### src/rtl/fwpi_pkg.sv
// ----------------------------------------------------------------------------
// fwpi_pkg
// Shared types and constants of the field-weakening PI controller: widths,
// register indexes, reset values, controller states and datapath commands.
// ----------------------------------------------------------------------------
package fwpi_pkg;

    // field widths
    localparam int VOLT_W   = 16;
    localparam int OUT_W    = 15;
    localparam int MAG_W    = 16;
    localparam int GAIN_W   = 15;
    localparam int CFG_W    = 16;
    localparam int CFG_IX_W = 3;

    // internal widths
    localparam int MUL_W    = 17;   // operand width, holds signed 16 and unsigned 15
    localparam int PROD_W   = 32;   // kept product bits
    localparam int RAD_W    = 32;   // d^2 + q^2
    localparam int REM_W    = 18;   // square-root partial remainder
    localparam int ERR_W    = 16;
    localparam int PROP_W   = 14;
    localparam int INTEG_W  = 21;
    localparam int SAT_W    = 17;
    localparam int INTEG_SUM_W = 33;
    localparam int SHIFT    = 7;
    localparam int SQRT_STEPS  = RAD_W / 2;
    localparam int CNT_W    = $clog2(SQRT_STEPS);

    localparam int S_TDATA_W = 2 * VOLT_W;
    localparam int M_TDATA_W = ((2 * OUT_W + MAG_W + 7) / 8) * 8;

    // register indexes
    localparam logic [CFG_IX_W-1:0] CFG_TARGET = 3'd0;
    localparam logic [CFG_IX_W-1:0] CFG_KP     = 3'd1;
    localparam logic [CFG_IX_W-1:0] CFG_KI     = 3'd2;
    localparam logic [CFG_IX_W-1:0] CFG_UPPER  = 3'd3;
    localparam logic [CFG_IX_W-1:0] CFG_LOWER  = 3'd4;

    localparam logic [MAG_W-1:0] TARGET_RESET = 16'd7992;   // 8192 - 200

    // clamp bounds
    localparam logic signed [17:0] ERR_MAX = 18'sd32767;
    localparam logic signed [17:0] ERR_MIN = -18'sd32768;
    localparam logic signed [24:0] PROP_MAX = 25'sd8191;
    localparam logic signed [24:0] PROP_MIN = -25'sd8192;
    localparam logic signed [INTEG_SUM_W-1:0] INTEG_MAX = 33'sd1048575;
    localparam logic signed [INTEG_SUM_W-1:0] INTEG_MIN = -33'sd1048576;

    typedef enum logic [3:0] {
        ST_IDLE,
        ST_MUL_D,
        ST_MUL_Q,
        ST_ADD_SQ,
        ST_SQRT,
        ST_ERR,
        ST_MUL_P,
        ST_MUL_I,
        ST_INTEG,
        ST_SUM,
        ST_LIMIT,
        ST_OUT
    } t_state;

    typedef enum logic [3:0] {
        OP_NONE,
        OP_LOAD,
        OP_MUL_DD,
        OP_MUL_QQ,
        OP_ADD_SQ,
        OP_SQRT,
        OP_ERR,
        OP_MUL_KP,
        OP_MUL_KI,
        OP_INTEG,
        OP_SUM,
        OP_LIMIT,
        OP_OUT
    } t_dp_op;

    typedef struct packed {
        t_dp_op op;
    } t_dp_cmd;

    typedef struct packed {
        logic out_busy;   // result register full and not taken this cycle
    } t_dp_stat;

endpackage

### src/rtl/fwpi_ctrl.sv
// ----------------------------------------------------------------------------
// fwpi_ctrl
// Sequencer: walks one item through squaring, the bit-pair square root,
// the gain multiplies, integration, limiting and the result register.
// ----------------------------------------------------------------------------
module fwpi_ctrl
    import fwpi_pkg::*;
(
    input  logic     i_clk,
    input  logic     i_rst_n,
    input  logic     i_in_valid,
    input  t_dp_stat i_stat,
    output logic     o_in_ready,
    output t_dp_cmd  o_cmd
);

    t_state             r_state, n_state;
    logic [CNT_W-1:0]   r_cnt, n_cnt;

    always_ff @(posedge i_clk) begin
        if (!i_rst_n) begin
            r_state <= ST_IDLE;
            r_cnt   <= '0;
        end else begin
            r_state <= n_state;
            r_cnt   <= n_cnt;
        end
    end

    always_comb begin
        n_state    = r_state;
        n_cnt      = r_cnt;
        o_cmd.op   = OP_NONE;
        o_in_ready = 1'b0;
        unique case (r_state)
            ST_IDLE: begin
                o_in_ready = 1'b1;
                if (i_in_valid) begin
                    o_cmd.op = OP_LOAD;
                    n_state  = ST_MUL_D;
                end
            end
            ST_MUL_D: begin
                o_cmd.op = OP_MUL_DD;
                n_state  = ST_MUL_Q;
            end
            ST_MUL_Q: begin
                o_cmd.op = OP_MUL_QQ;
                n_state  = ST_ADD_SQ;
            end
            ST_ADD_SQ: begin
                o_cmd.op = OP_ADD_SQ;
                n_cnt    = CNT_W'(SQRT_STEPS - 1);
                n_state  = ST_SQRT;
            end
            ST_SQRT: begin
                o_cmd.op = OP_SQRT;
                if (r_cnt == '0) begin
                    n_state = ST_ERR;
                end else begin
                    n_cnt = r_cnt - 1'b1;
                end
            end
            ST_ERR: begin
                o_cmd.op = OP_ERR;
                n_state  = ST_MUL_P;
            end
            ST_MUL_P: begin
                o_cmd.op = OP_MUL_KP;
                n_state  = ST_MUL_I;
            end
            ST_MUL_I: begin
                o_cmd.op = OP_MUL_KI;
                n_state  = ST_INTEG;
            end
            ST_INTEG: begin
                o_cmd.op = OP_INTEG;
                n_state  = ST_SUM;
            end
            ST_SUM: begin
                o_cmd.op = OP_SUM;
                n_state  = ST_LIMIT;
            end
            ST_LIMIT: begin
                o_cmd.op = OP_LIMIT;
                n_state  = ST_OUT;
            end
            ST_OUT: begin
                // hold until the result register is free
                if (!i_stat.out_busy) begin
                    o_cmd.op = OP_OUT;
                    n_state  = ST_IDLE;
                end
            end
            default: begin
                n_state = ST_IDLE;
            end
        endcase
    end

endmodule

### src/rtl/fwpi_dp.sv
// ----------------------------------------------------------------------------
// fwpi_dp
// Datapath: configuration registers, one shared 17x17 multiplier, a
// two-bits-per-cycle square root, integrator, clamps and result register.
// ----------------------------------------------------------------------------
module fwpi_dp
    import fwpi_pkg::*;
(
    input  logic                  i_clk,
    input  logic                  i_rst_n,
    input  t_dp_cmd               i_cmd,
    output t_dp_stat              o_stat,
    input  logic [S_TDATA_W-1:0]  i_in_data,
    input  logic                  i_cfg_we,
    input  logic [CFG_IX_W-1:0]   i_cfg_index,
    input  logic [CFG_W-1:0]      i_cfg_data,
    input  logic                  i_out_ready,
    output logic                  o_out_valid,
    output logic [M_TDATA_W-1:0]  o_out_data
);

    // configuration
    logic        [MAG_W-1:0]   r_target;
    logic        [GAIN_W-1:0]  r_kp;
    logic        [GAIN_W-1:0]  r_ki;
    logic signed [OUT_W-1:0]   r_upper;
    logic signed [OUT_W-1:0]   r_lower;

    // controller state carried between items
    logic signed [INTEG_W-1:0] r_integ, n_integ;
    logic signed [SAT_W-1:0]   r_sat;
    logic                      r_out_valid;

    // per-item working registers
    logic signed [VOLT_W-1:0]  r_d;
    logic signed [VOLT_W-1:0]  r_q;
    logic signed [PROD_W-1:0]  r_prod;
    logic        [RAD_W-1:0]   r_rad;
    logic        [REM_W-1:0]   r_rem;
    logic        [MAG_W-1:0]   r_root;
    logic signed [ERR_W-1:0]   r_err;
    logic signed [PROP_W-1:0]  r_prop;
    logic signed [OUT_W-1:0]   r_pi;
    logic signed [OUT_W-1:0]   r_lim;
    logic [M_TDATA_W-1:0]      r_out_data;

    logic signed [MUL_W-1:0]   mul_a, mul_b;
    logic signed [2*MUL_W-1:0] mul_p;
    logic        [REM_W+1:0]   rem_sh, trial, rem_diff;
    logic signed [17:0]        err_raw, err_c;
    logic signed [24:0]        prop_sh, prop_c;
    logic signed [INTEG_SUM_W-1:0] integ_sum;
    logic signed [OUT_W-1:0]   lim_c;

    always_ff @(posedge i_clk) begin
        if (!i_rst_n) begin
            r_target <= TARGET_RESET;
            r_kp     <= '0;
            r_ki     <= '0;
            r_upper  <= '0;
            r_lower  <= '0;
        end else if (i_cfg_we) begin
            priority case (i_cfg_index)
                CFG_TARGET: r_target <= i_cfg_data;
                CFG_KP:     r_kp     <= i_cfg_data[GAIN_W-1:0];
                CFG_KI:     r_ki     <= i_cfg_data[GAIN_W-1:0];
                CFG_UPPER:  r_upper  <= i_cfg_data[OUT_W-1:0];
                CFG_LOWER:  r_lower  <= i_cfg_data[OUT_W-1:0];
                default: ;  // drop writes to unused indexes
            endcase
        end
    end

    // shared multiplier operand select
    always_comb begin
        mul_a = '0;
        mul_b = '0;
        unique case (i_cmd.op)
            OP_MUL_DD: begin
                mul_a = MUL_W'(r_d);
                mul_b = MUL_W'(r_d);
            end
            OP_MUL_QQ: begin
                mul_a = MUL_W'(r_q);
                mul_b = MUL_W'(r_q);
            end
            OP_MUL_KP: begin
                mul_a = MUL_W'(r_err);
                mul_b = $signed({2'b00, r_kp});
            end
            OP_MUL_KI: begin
                mul_a = MUL_W'(r_err);
                mul_b = $signed({2'b00, r_ki});
            end
            default: ;
        endcase
    end

    assign mul_p = mul_a * mul_b;

    // one root bit per cycle from the next two radicand bits
    assign rem_sh   = {r_rem, r_rad[RAD_W-1 -: 2]};
    assign trial    = {2'b00, r_root, 2'b01};
    assign rem_diff = rem_sh - trial;

    assign err_raw = $signed({2'b00, r_target}) - $signed({2'b00, r_root});
    assign err_c   = (err_raw > ERR_MAX) ? ERR_MAX :
                     (err_raw < ERR_MIN) ? ERR_MIN : err_raw;

    assign prop_sh = 25'(r_prod >>> SHIFT);
    assign prop_c  = (prop_sh > PROP_MAX) ? PROP_MAX :
                     (prop_sh < PROP_MIN) ? PROP_MIN : prop_sh;

    assign integ_sum = INTEG_SUM_W'(r_integ) + INTEG_SUM_W'(r_prod)
                     + INTEG_SUM_W'($signed({r_sat, {SHIFT{1'b0}}}));

    always_comb begin
        if (r_ki == '0) begin
            n_integ = '0;
        end else if (integ_sum > INTEG_MAX) begin
            n_integ = INTEG_MAX[INTEG_W-1:0];
        end else if (integ_sum < INTEG_MIN) begin
            n_integ = INTEG_MIN[INTEG_W-1:0];
        end else begin
            n_integ = integ_sum[INTEG_W-1:0];
        end
    end

    // upper bound tested first; with inverted limits a value above the upper one gets it, any other gets the lower
    assign lim_c = (r_pi > r_upper) ? r_upper :
                   (r_pi < r_lower) ? r_lower : r_pi;

    always_ff @(posedge i_clk) begin
        if (!i_rst_n) begin
            r_integ     <= '0;
            r_sat       <= '0;
            r_out_valid <= 1'b0;
        end else begin
            if (i_cmd.op == OP_INTEG) begin
                r_integ <= n_integ;
            end
            if (i_cmd.op == OP_OUT) begin
                r_sat       <= SAT_W'(r_lim) - SAT_W'(r_pi);
                r_out_valid <= 1'b1;
            end else if (i_out_ready) begin
                r_out_valid <= 1'b0;
            end
        end
    end

    always_ff @(posedge i_clk) begin
        unique case (i_cmd.op)
            OP_LOAD: begin
                r_d <= i_in_data[VOLT_W-1:0];
                r_q <= i_in_data[2*VOLT_W-1:VOLT_W];
            end
            OP_MUL_DD: begin
                r_prod <= mul_p[PROD_W-1:0];
            end
            OP_MUL_QQ: begin
                r_prod <= mul_p[PROD_W-1:0];
                r_rad  <= r_prod;
            end
            OP_ADD_SQ: begin
                r_rad  <= r_rad + r_prod;
                r_rem  <= '0;
                r_root <= '0;
            end
            OP_SQRT: begin
                r_rad <= {r_rad[RAD_W-3:0], 2'b00};
                if (rem_sh >= trial) begin
                    r_rem  <= rem_diff[REM_W-1:0];
                    r_root <= {r_root[MAG_W-2:0], 1'b1};
                end else begin
                    r_rem  <= rem_sh[REM_W-1:0];
                    r_root <= {r_root[MAG_W-2:0], 1'b0};
                end
            end
            OP_ERR: begin
                r_err <= err_c[ERR_W-1:0];
            end
            OP_MUL_KP: begin
                r_prod <= mul_p[PROD_W-1:0];
            end
            OP_MUL_KI: begin
                r_prod <= mul_p[PROD_W-1:0];
                r_prop <= prop_c[PROP_W-1:0];
            end
            OP_SUM: begin
                r_pi <= OUT_W'(r_prop) + OUT_W'($signed(r_integ[INTEG_W-1:SHIFT]));
            end
            OP_LIMIT: begin
                r_lim <= lim_c;
            end
            OP_OUT: begin
                r_out_data <= M_TDATA_W'({r_root, r_pi, r_lim});
            end
            default: ;
        endcase
    end

    assign o_stat.out_busy = r_out_valid && !i_out_ready;
    assign o_out_valid     = r_out_valid;
    assign o_out_data      = r_out_data;

endmodule

### src/rtl/field_weakening_pi_controller.sv
// ----------------------------------------------------------------------------
// field_weakening_pi_controller
// Voltage-magnitude PI regulator with back-calculation anti-windup.
// ----------------------------------------------------------------------------
// Usage:
//   Input stream (i_s_*): one transfer carries volt_d and volt_q. The block
//   takes the floor square root of volt_d^2 + volt_q^2, regulates it toward
//   the target and returns one result transfer on the output stream (o_m_*)
//   with the clamped output, the unclamped PI sum and the magnitude.
//   Configuration: write i_cfg_data to register i_cfg_index while i_cfg_we
//   is high; 0 target, 1 Kp, 2 Ki, 3 upper limit, 4 lower limit. Write only
//   while no item is in flight.
//   Timing: one item at a time. The result becomes valid in the same cycle
//   that o_s_tready returns. The square root (two radicand bits a cycle)
//   and four passes through the one shared multiplier take up most of an
//   item's time.
//   Stall: the result sits in an output register; the next item is accepted
//   and computed while it waits, and holds before its final load until the
//   old result has been taken.
//   Reset: integrator and saturation excess clear, registers take their
//   reset values, both streams go idle.
// ----------------------------------------------------------------------------
module field_weakening_pi_controller
    import fwpi_pkg::*;
(
    input  logic                  i_clk,
    input  logic                  i_rst_n,
    input  logic                  i_s_tvalid,
    output logic                  o_s_tready,
    input  logic [S_TDATA_W-1:0]  i_s_tdata,    // [15:0] volt_d, [31:16] volt_q
    output logic                  o_m_tvalid,
    input  logic                  i_m_tready,
    output logic [M_TDATA_W-1:0]  o_m_tdata,    // [14:0] limited_out,
                                                // [29:15] unlimited_out,
                                                // [45:30] voltage_magnitude,
                                                // [47:46] zero
    input  logic                  i_cfg_we,
    input  logic [CFG_IX_W-1:0]   i_cfg_index,
    input  logic [CFG_W-1:0]      i_cfg_data
);

    t_dp_cmd  cmd;
    t_dp_stat stat;

    fwpi_ctrl u_ctrl (
        .i_clk      (i_clk),
        .i_rst_n    (i_rst_n),
        .i_in_valid (i_s_tvalid),
        .i_stat     (stat),
        .o_in_ready (o_s_tready),
        .o_cmd      (cmd)
    );

    fwpi_dp u_dp (
        .i_clk       (i_clk),
        .i_rst_n     (i_rst_n),
        .i_cmd       (cmd),
        .o_stat      (stat),
        .i_in_data   (i_s_tdata),
        .i_cfg_we    (i_cfg_we),
        .i_cfg_index (i_cfg_index),
        .i_cfg_data  (i_cfg_data),
        .i_out_ready (i_m_tready),
        .o_out_valid (o_m_tvalid),
        .o_out_data  (o_m_tdata)
    );

endmodule

### config.mk
export PLATFORM = sky130hd
export DESIGN_NAME = field_weakening_pi_controller
export DESIGN_NICKNAME = d
export VERILOG_FILES = /design/src/rtl/fwpi_pkg.sv /design/src/rtl/fwpi_ctrl.sv /design/src/rtl/fwpi_dp.sv /design/src/rtl/field_weakening_pi_controller.sv
export SDC_FILE = /design/constraint.sdc
export NUM_CORES = 2
export LEC_CHECK = 0
export BUFFER_PORTS_ARGS = -buffer_cell sky130_fd_sc_hd__buf_2
export CORE_UTILIZATION = 65
export DETAILED_ROUTE_END_ITERATION = 6
export GPL_TIMING_DRIVEN = 0
export PLACE_DENSITY = 0.87
export SYNTH_ARGS = -nofsm -noshare
export SYNTH_HDL_FRONTEND = slang
export SYNTH_SLANG_ARGS = --single-unit
export TNS_END_PERCENT = 5
### constraint.sdc
create_clock -name i_clk -period 18.33 [get_ports i_clk]
set_input_delay 3.666 -clock i_clk [delete_from_list [all_inputs] [get_ports i_clk]]
set_output_delay 3.666 -clock i_clk [all_outputs]
set_load 0.01 [all_outputs]
# Word-level counts from Yosys, hierarchy flattened
# Cells that the tools add are included.
# word_totals
register_bits	358
latchBits	0
ram_bits	0
rom_bits	0
inputBits	56
output_inout_bits	50
word_cells	115
n_memories	0
# classes
n_addsub	8
multipliers	1
div_mod_pow	0
order_cmp	9
eq_ne	31
n_shift	0
muxes	26
n_bitwise	0
n_reduce_logical	19
# ops
op	n
one-hot mux 32 bit (3 select lines)	1
one-hot mux 4 bit (12 select lines)	2
one-hot mux 17 bit (4 select lines)	1
2-to-1 mux 21 bit	3
one-hot mux 17 bit (3 select lines)	1
== test 4 bit, second input constant	9
one-hot mux 18 bit (2 select lines)	1
adder 21 x 32 -> 33 bit	1
adder 33 x 23 -> 33 bit	1
greater-than comparator 33 x 21 -> 1 bit, second input constant	1
< comparator 33 x 21 -> 1 bit, second input constant	1
adder 32 bit	1
== test 4 x 3 -> 1 bit, second input constant	8
multiplier 17 x 17 -> 32 bit	1
one-hot mux 16 bit (2 select lines)	1
2-to-1 mux 15 bit	2
greater-than comparator 25 x 14 -> 1 bit, second input constant	1
< comparator 25 x 14 -> 1 bit, second input constant	1
greater-or-equal comparator 20 x 18 -> 1 bit	1
2-to-1 mux 4 bit	5
2-to-1 mux 18 bit	1
subtractor 18 bit	1
greater-than comparator 17 x 16 -> 1 bit, second input constant	1
< comparator 17 x 16 -> 1 bit, second input constant	1
28 further kinds	47

# Longest topological paths before layout
# logic_depth
word_depth	8
depth_mapped	32
mapped_depth_nobuf	29

# Hierarchy
# From an unflattened synthesis, not the netlist that was laid out.
# hier_totals
cells_unflattened	3193
hier_area_um2	30576.8
# by_module_without_submodules
module	instances	cells_each	area_each_um2	seq_area_each_um2
fwpi_dp	1	3136	30068.8	9369.0
fwpi_ctrl	1	57	508.0	160.2

# Least setup slack after synthesis
# OpenSTA, ideal clock, no wires.
# synth_timing
kind	register -> register
start	register u_ctrl.r_state[0]
end	register u_dp.r_prod[31], data pin
setup_ps	260
arrival_ps	7557
required_ps	18070
setup_slack_ps	10513
path_stages_with_launch	25
path_buffers	2
period_less_slack_ps	7817
cell_sequence	dfxtp_1 clkbuf_1 nand2_1 nor2_1 clkbuf_1 a221oi_1 or2_2 fa_1 inv_1 fa_1 fa_1 fa_1 fa_1 inv_1 fa_1 inv_1 ha_1 a21o_1 a21oi_1 nor2b_1 o21ai_0 a311oi_1 o21a_1 nor2_1 xnor2_1
# synth_between
elab_chain_cells	6
elab_cells_between_ends	21
cone_classes	mul (1); eq/ne (15); mux (3); reduce/logical (2)
# synth_rtl
item	line	text
from (decl)	fwpi_ctrl.sv:17	t_state r_state, n_state;
from (signal assigned)	fwpi_ctrl.sv:25	r_state <= n_state;
== test 4 bit (tied with other cells)	fwpi_ctrl.sv:35	unique case (r_state)
one-hot mux 4 bit (12 select lines) *	fwpi_ctrl.sv:35	
== test 4 x 3 -> 1 bit or == test 4 bit (tied branches)	fwpi_dp.sv:78	unique case (i_cmd.op)
OR reduction 2 bit (no source line)	-	
one-hot mux 17 bit (3 select lines)	fwpi_dp.sv:78	
multiplier 17 x 17 -> 32 bit *	fwpi_dp.sv:99	assign mul_p = mul_a * mul_b;
named net u_dp.mul_p[31]	fwpi_dp.sv:48	logic signed [2*MUL_W-1:0] mul_p;
to (signal assigned)	fwpi_dp.sv:158	r_prod <= mul_p[PROD_W-1:0];
to (signal assigned)	fwpi_dp.sv:161	r_prod <= mul_p[PROD_W-1:0];
to (signal assigned)	fwpi_dp.sv:183	r_prod <= mul_p[PROD_W-1:0];
to (decl)	fwpi_dp.sv:37	logic signed [PROD_W-1:0] r_prod;
# The timed path passes the listed nets; every way through them passes the cells marked *.
# A chain may end at the register's enable or synchronous reset.

# Worst setup path in the final report
# layout_timing
start	register u_ctrl.r_state[0]
end	register u_dp.r_prod[30], data pin
# Same word-level chain as after synthesis.

==> impl_metrics.env <==
export IMPL_fin_cells=4036
export IMPL_finish_utilization=0.720
export IMPL_status="finished, violations left"
export IMPL_r2r_setup_slack_ns=8.04
export IMPL_finalCritPeriodShare=0.561
export IMPL_required_ns=18.64
export IMPL_post_route_min_period_ns=10.29
export IMPL_failed_checks="DRC, capacitance limit, slew limit"
export IMPL_clkTransAtPathRegs_ns=0.06
export IMPL_slowest_stage="nor3_1"
export IMPL_die_width_um=220
export IMPL_cp_slowest_stage_delay_ns=1.17
export IMPL_crit_path_max_fanout=10
export IMPL_start_util=0.660
export IMPL_row_count=79
export IMPL_criticalPathCategory="flip-flop to flip-flop"
export IMPL_drv_slew=9
export IMPL_startpoint_type="flip-flop"
export IMPL_insertion_delay_ns=0.58
export IMPL_startpoint="u_ctrl.r_state[0]$_SDFFE_PN0P_"
export IMPL_cts_buffer_depth=3
export IMPL_area_growth_pct=8.99
export IMPL_min_path_type="flip-flop to flip-flop"
export IMPL_min_path_cells=0
export IMPL_antenna_found_initial=0
export IMPL_synth_compound_area_share=0.147
export IMPL_fin_nets=4003
export IMPL_clock_root_buffer="clkbuf_16"
export IMPL_placedCellCount=3963
export IMPL_r2r_start="u_ctrl.r_state[0]$_SDFFE_PN0P_"
export IMPL_drtIter0Drc=2777
export IMPL_fillers=3280
export IMPL_die_height_um=220
export IMPL_cts_resized=0
export IMPL_core_mm2=0.0467
export IMPL_vdd_drop_max_uv=83.4
export IMPL_cts_tree="done"
export IMPL_synthesis_area_mm2=0.0308
export IMPL_synthArstFlopShare=0
export IMPL_final_setup_skew_ns=0.0255
export IMPL_holdWs_ns=0.453
export IMPL_gp_congestion=1.01
export IMPL_synth_top_family_by_area="adder cells"
export IMPL_rsz0062_at_grt="no"
export IMPL_via_count=25300
export IMPL_grt_pass1_vias=24800
export IMPL_leakagePower_nw=14.9
export IMPL_drc=25
export IMPL_reg2reg_depth=26
export IMPL_multiInputGateArea_mm2=0.0192
export IMPL_hold_viol_final=0
export IMPL_synth_seq_cells=358
export IMPL_htree_levels=2
export IMPL_dp_final_hpwl_um=64800
export IMPL_ios=106
export IMPL_via_per_inst=6.27
export IMPL_cp_endpoint="u_dp.r_prod[30]$_DFFE_PP_"
export IMPL_ant_nets=0
export IMPL_yosys_most_used_dff="edfxtp_1"
export IMPL_synth_xor_area_share=0.0344
export IMPL_die_area_mm2=0.0483
export IMPL_cp_arrival_ns=10.60
export IMPL_track_usage=0.354
export IMPL_syn_inst=3249
export IMPL_routedWlPerCell_um=20.9
export IMPL_grt_pass1_wl_um=131000
export IMPL_yosysUniqueCellTypes=92
export IMPL_layout_area_seq_mm2=0.00953
export IMPL_power_density_mw_per_mm2=105
export IMPL_insertedDiodeCount=0
export IMPL_timing_slew_headroom=-0.0205
export IMPL_fin_tns_setup_ns=0
export IMPL_maxCapViolCount=1
export IMPL_layout_commonest_cell="inv_1"
export IMPL_ys_warnings_count=0
export IMPL_path_common_cell="fa_1"
export IMPL_wl_um=84200
export IMPL_drt_pass1_iter_count=7
export IMPL_crit_path_end_kind="flip-flop"
export IMPL_yosys_area_share_adder=0.297
export IMPL_clock_fmax_mhz=97.2
export IMPL_synthMuxAreaShare=0.00524
export IMPL_r2r_end="u_dp.r_prod[30]$_DFFE_PP_"
export IMPL_portBuffers=103
export IMPL_tightest_slew_ns=1.52
export IMPL_yosys_area_share_simple=0.138
export IMPL_gr_total_overflow=0
export IMPL_finalSetupViolCount=0
export IMPL_hold_buffers=0
export IMPL_postCtsSetupRepairBufs=0
export IMPL_final_cell_mix="inv_1, nand2_1, nor2_1, fa_1, ha_1"
export IMPL_syn_mean_instance_area_um2=9.48
export IMPL_ys_seq_area_frac=0.309
export IMPL_drive_gt1_frac=0.0700
export IMPL_grt_max_degree=37
export IMPL_numCtsBuffers=39
export IMPL_clock_sinks=358
export IMPL_synth_edf_count=236
-- how the worst min path moves through the flow --
| stage | slack [ns] | startpoint | to |
|---|---|---|---|
| after CTS | 0.45 | u_dp.r_root[3]$_SDFFCE_PP0N_ | u_dp.o_out_data[33]$_DFFE_PP_ |
| final | 0.45 | u_dp.r_root[3]$_SDFFCE_PP0N_ | u_dp.o_out_data[33]$_DFFE_PP_ |
| after detailed placement | 0.43 | u_dp.r_root[1]$_SDFFCE_PP0N_ | u_dp.o_out_data[31]$_DFFE_PP_ |
| after global routing | 0.46 | u_dp.r_root[1]$_SDFFCE_PP0N_ | u_dp.o_out_data[31]$_DFFE_PP_ |
| after floorplan | 0.43 | u_dp.r_lim[0]$_DFFE_PN_ | u_dp.o_out_data[0]$_DFFE_PP_ |
| after global placement | 0.43 | u_dp.r_root[1]$_SDFFCE_PP0N_ | u_dp.o_out_data[31]$_DFFE_PP_ |
-- power by group --
part / internal, W / switching (W) / leakage, nW / total (W)
combinational: 0.000617 / 0.000950 / 11.1 / 0.00157
sequential: 0.000977 / 0.000114 / 3.17 / 0.00109
clock: 0.000514 / 0.000359 / 0.698 / 0.000873
-- Yosys cell counts, drive strengths merged (31+ instances only) --
master	instances	area, µm²
inv	438	1640
nand2	375	1410
nor2	324	1220
fa	305	6110
ha	244	3050
edfxtp	236	7090
a21oi	203	1020
o21ai	130	654
dfxtp	122	2440
clkbuf	96	360
xnor2	83	727
a21o	69	519
nand3	51	255
o21a	46	353
a22oi	45	338
nor3	42	221
xor2	38	333
a31oi	31	209
-- cell type report --
type	instances	area share
Tap cell	607	0.0226
Multi-Input combinational cell	2344	0.572
Timing Repair Buffer	107	0.0167
Clock buffer	52	0.0336
Inverter	440	0.0492
Sequential cell	358	0.284
Buffer	108	0.0136
Clock inverter	20	0.00898
-- state kept, by name, summed over array words and instances (netlist names) --
register and cells:
u_dp.o_out_valid 1, u_ctrl.r_state 4, u_dp.r_sat 16, u_dp.r_upper 15, u_dp.r_lim 15, u_dp.o_out_data 46, u_ctrl.r_cnt 4, u_dp.r_d 16
u_dp.r_q 16, u_dp.r_prop 14, u_dp.r_rem 18, u_dp.r_pi 15, u_dp.r_lower 15, u_dp.r_rad 32, u_dp.r_err 16, u_dp.r_prod 32
u_dp.r_ki 15, u_dp.r_target 16, u_dp.r_root 16, u_dp.r_kp 15, u_dp.r_integ 21
-- metal layers --
metal,vias to the layer above,track usage,wire (µm)
met1,12100,0.432,30500
li1,11300,-,-
met4,0,0.231,6150
met5,-,0,0
met3,392,0.0778,9060
met2,1495,0.566,38600
-- kinds of logic (layout without fill, tap and decap cells) --
| kind of cell | after synthesis | count (layout) |
|---|---|---|
| XOR/XNOR | 121 | 121 |
| other | 1 | 2 |
| buffers and inverters | 548 | 727 |
| AND/OR/NAND/NOR | 970 | 970 |
| multiplexers | 16 | 16 |
| flip-flops | 358 | 358 |
| AO/OA/AOI/OAI | 686 | 686 |
| adder cells (fa/ha/maj) | 549 | 549 |
-- metrics by stage --
stage | instance area [µm²] | power [W] | worst slack (ns)
2_1_floorplan | 30800 | 0.00219 | 10.51
4_1_cts | 33600 | 0.00350 | 8.05
3_5_place_dp | 32100 | 0.00262 | 8.14
5_1_grt | 33600 | 0.00373 | 7.69
6_report | 33600 | 0.00353 | 8.04
3_3_place_gp | 32100 | 0.00257 | 8.18
-- worst max-delay path, delay by kind of cell (launching register included) --
kind                       cells  cell delay (ns)
AOI/OAI and AO/OA              6             2.43
xor gates and xnor gates       1             0.11
adders and majority gates      7             3.35
buffers and inverters          6             1.49
DFF                            1             0.31
and+or+nand+nor                6             2.33
(Power assumes the default switching activity.)
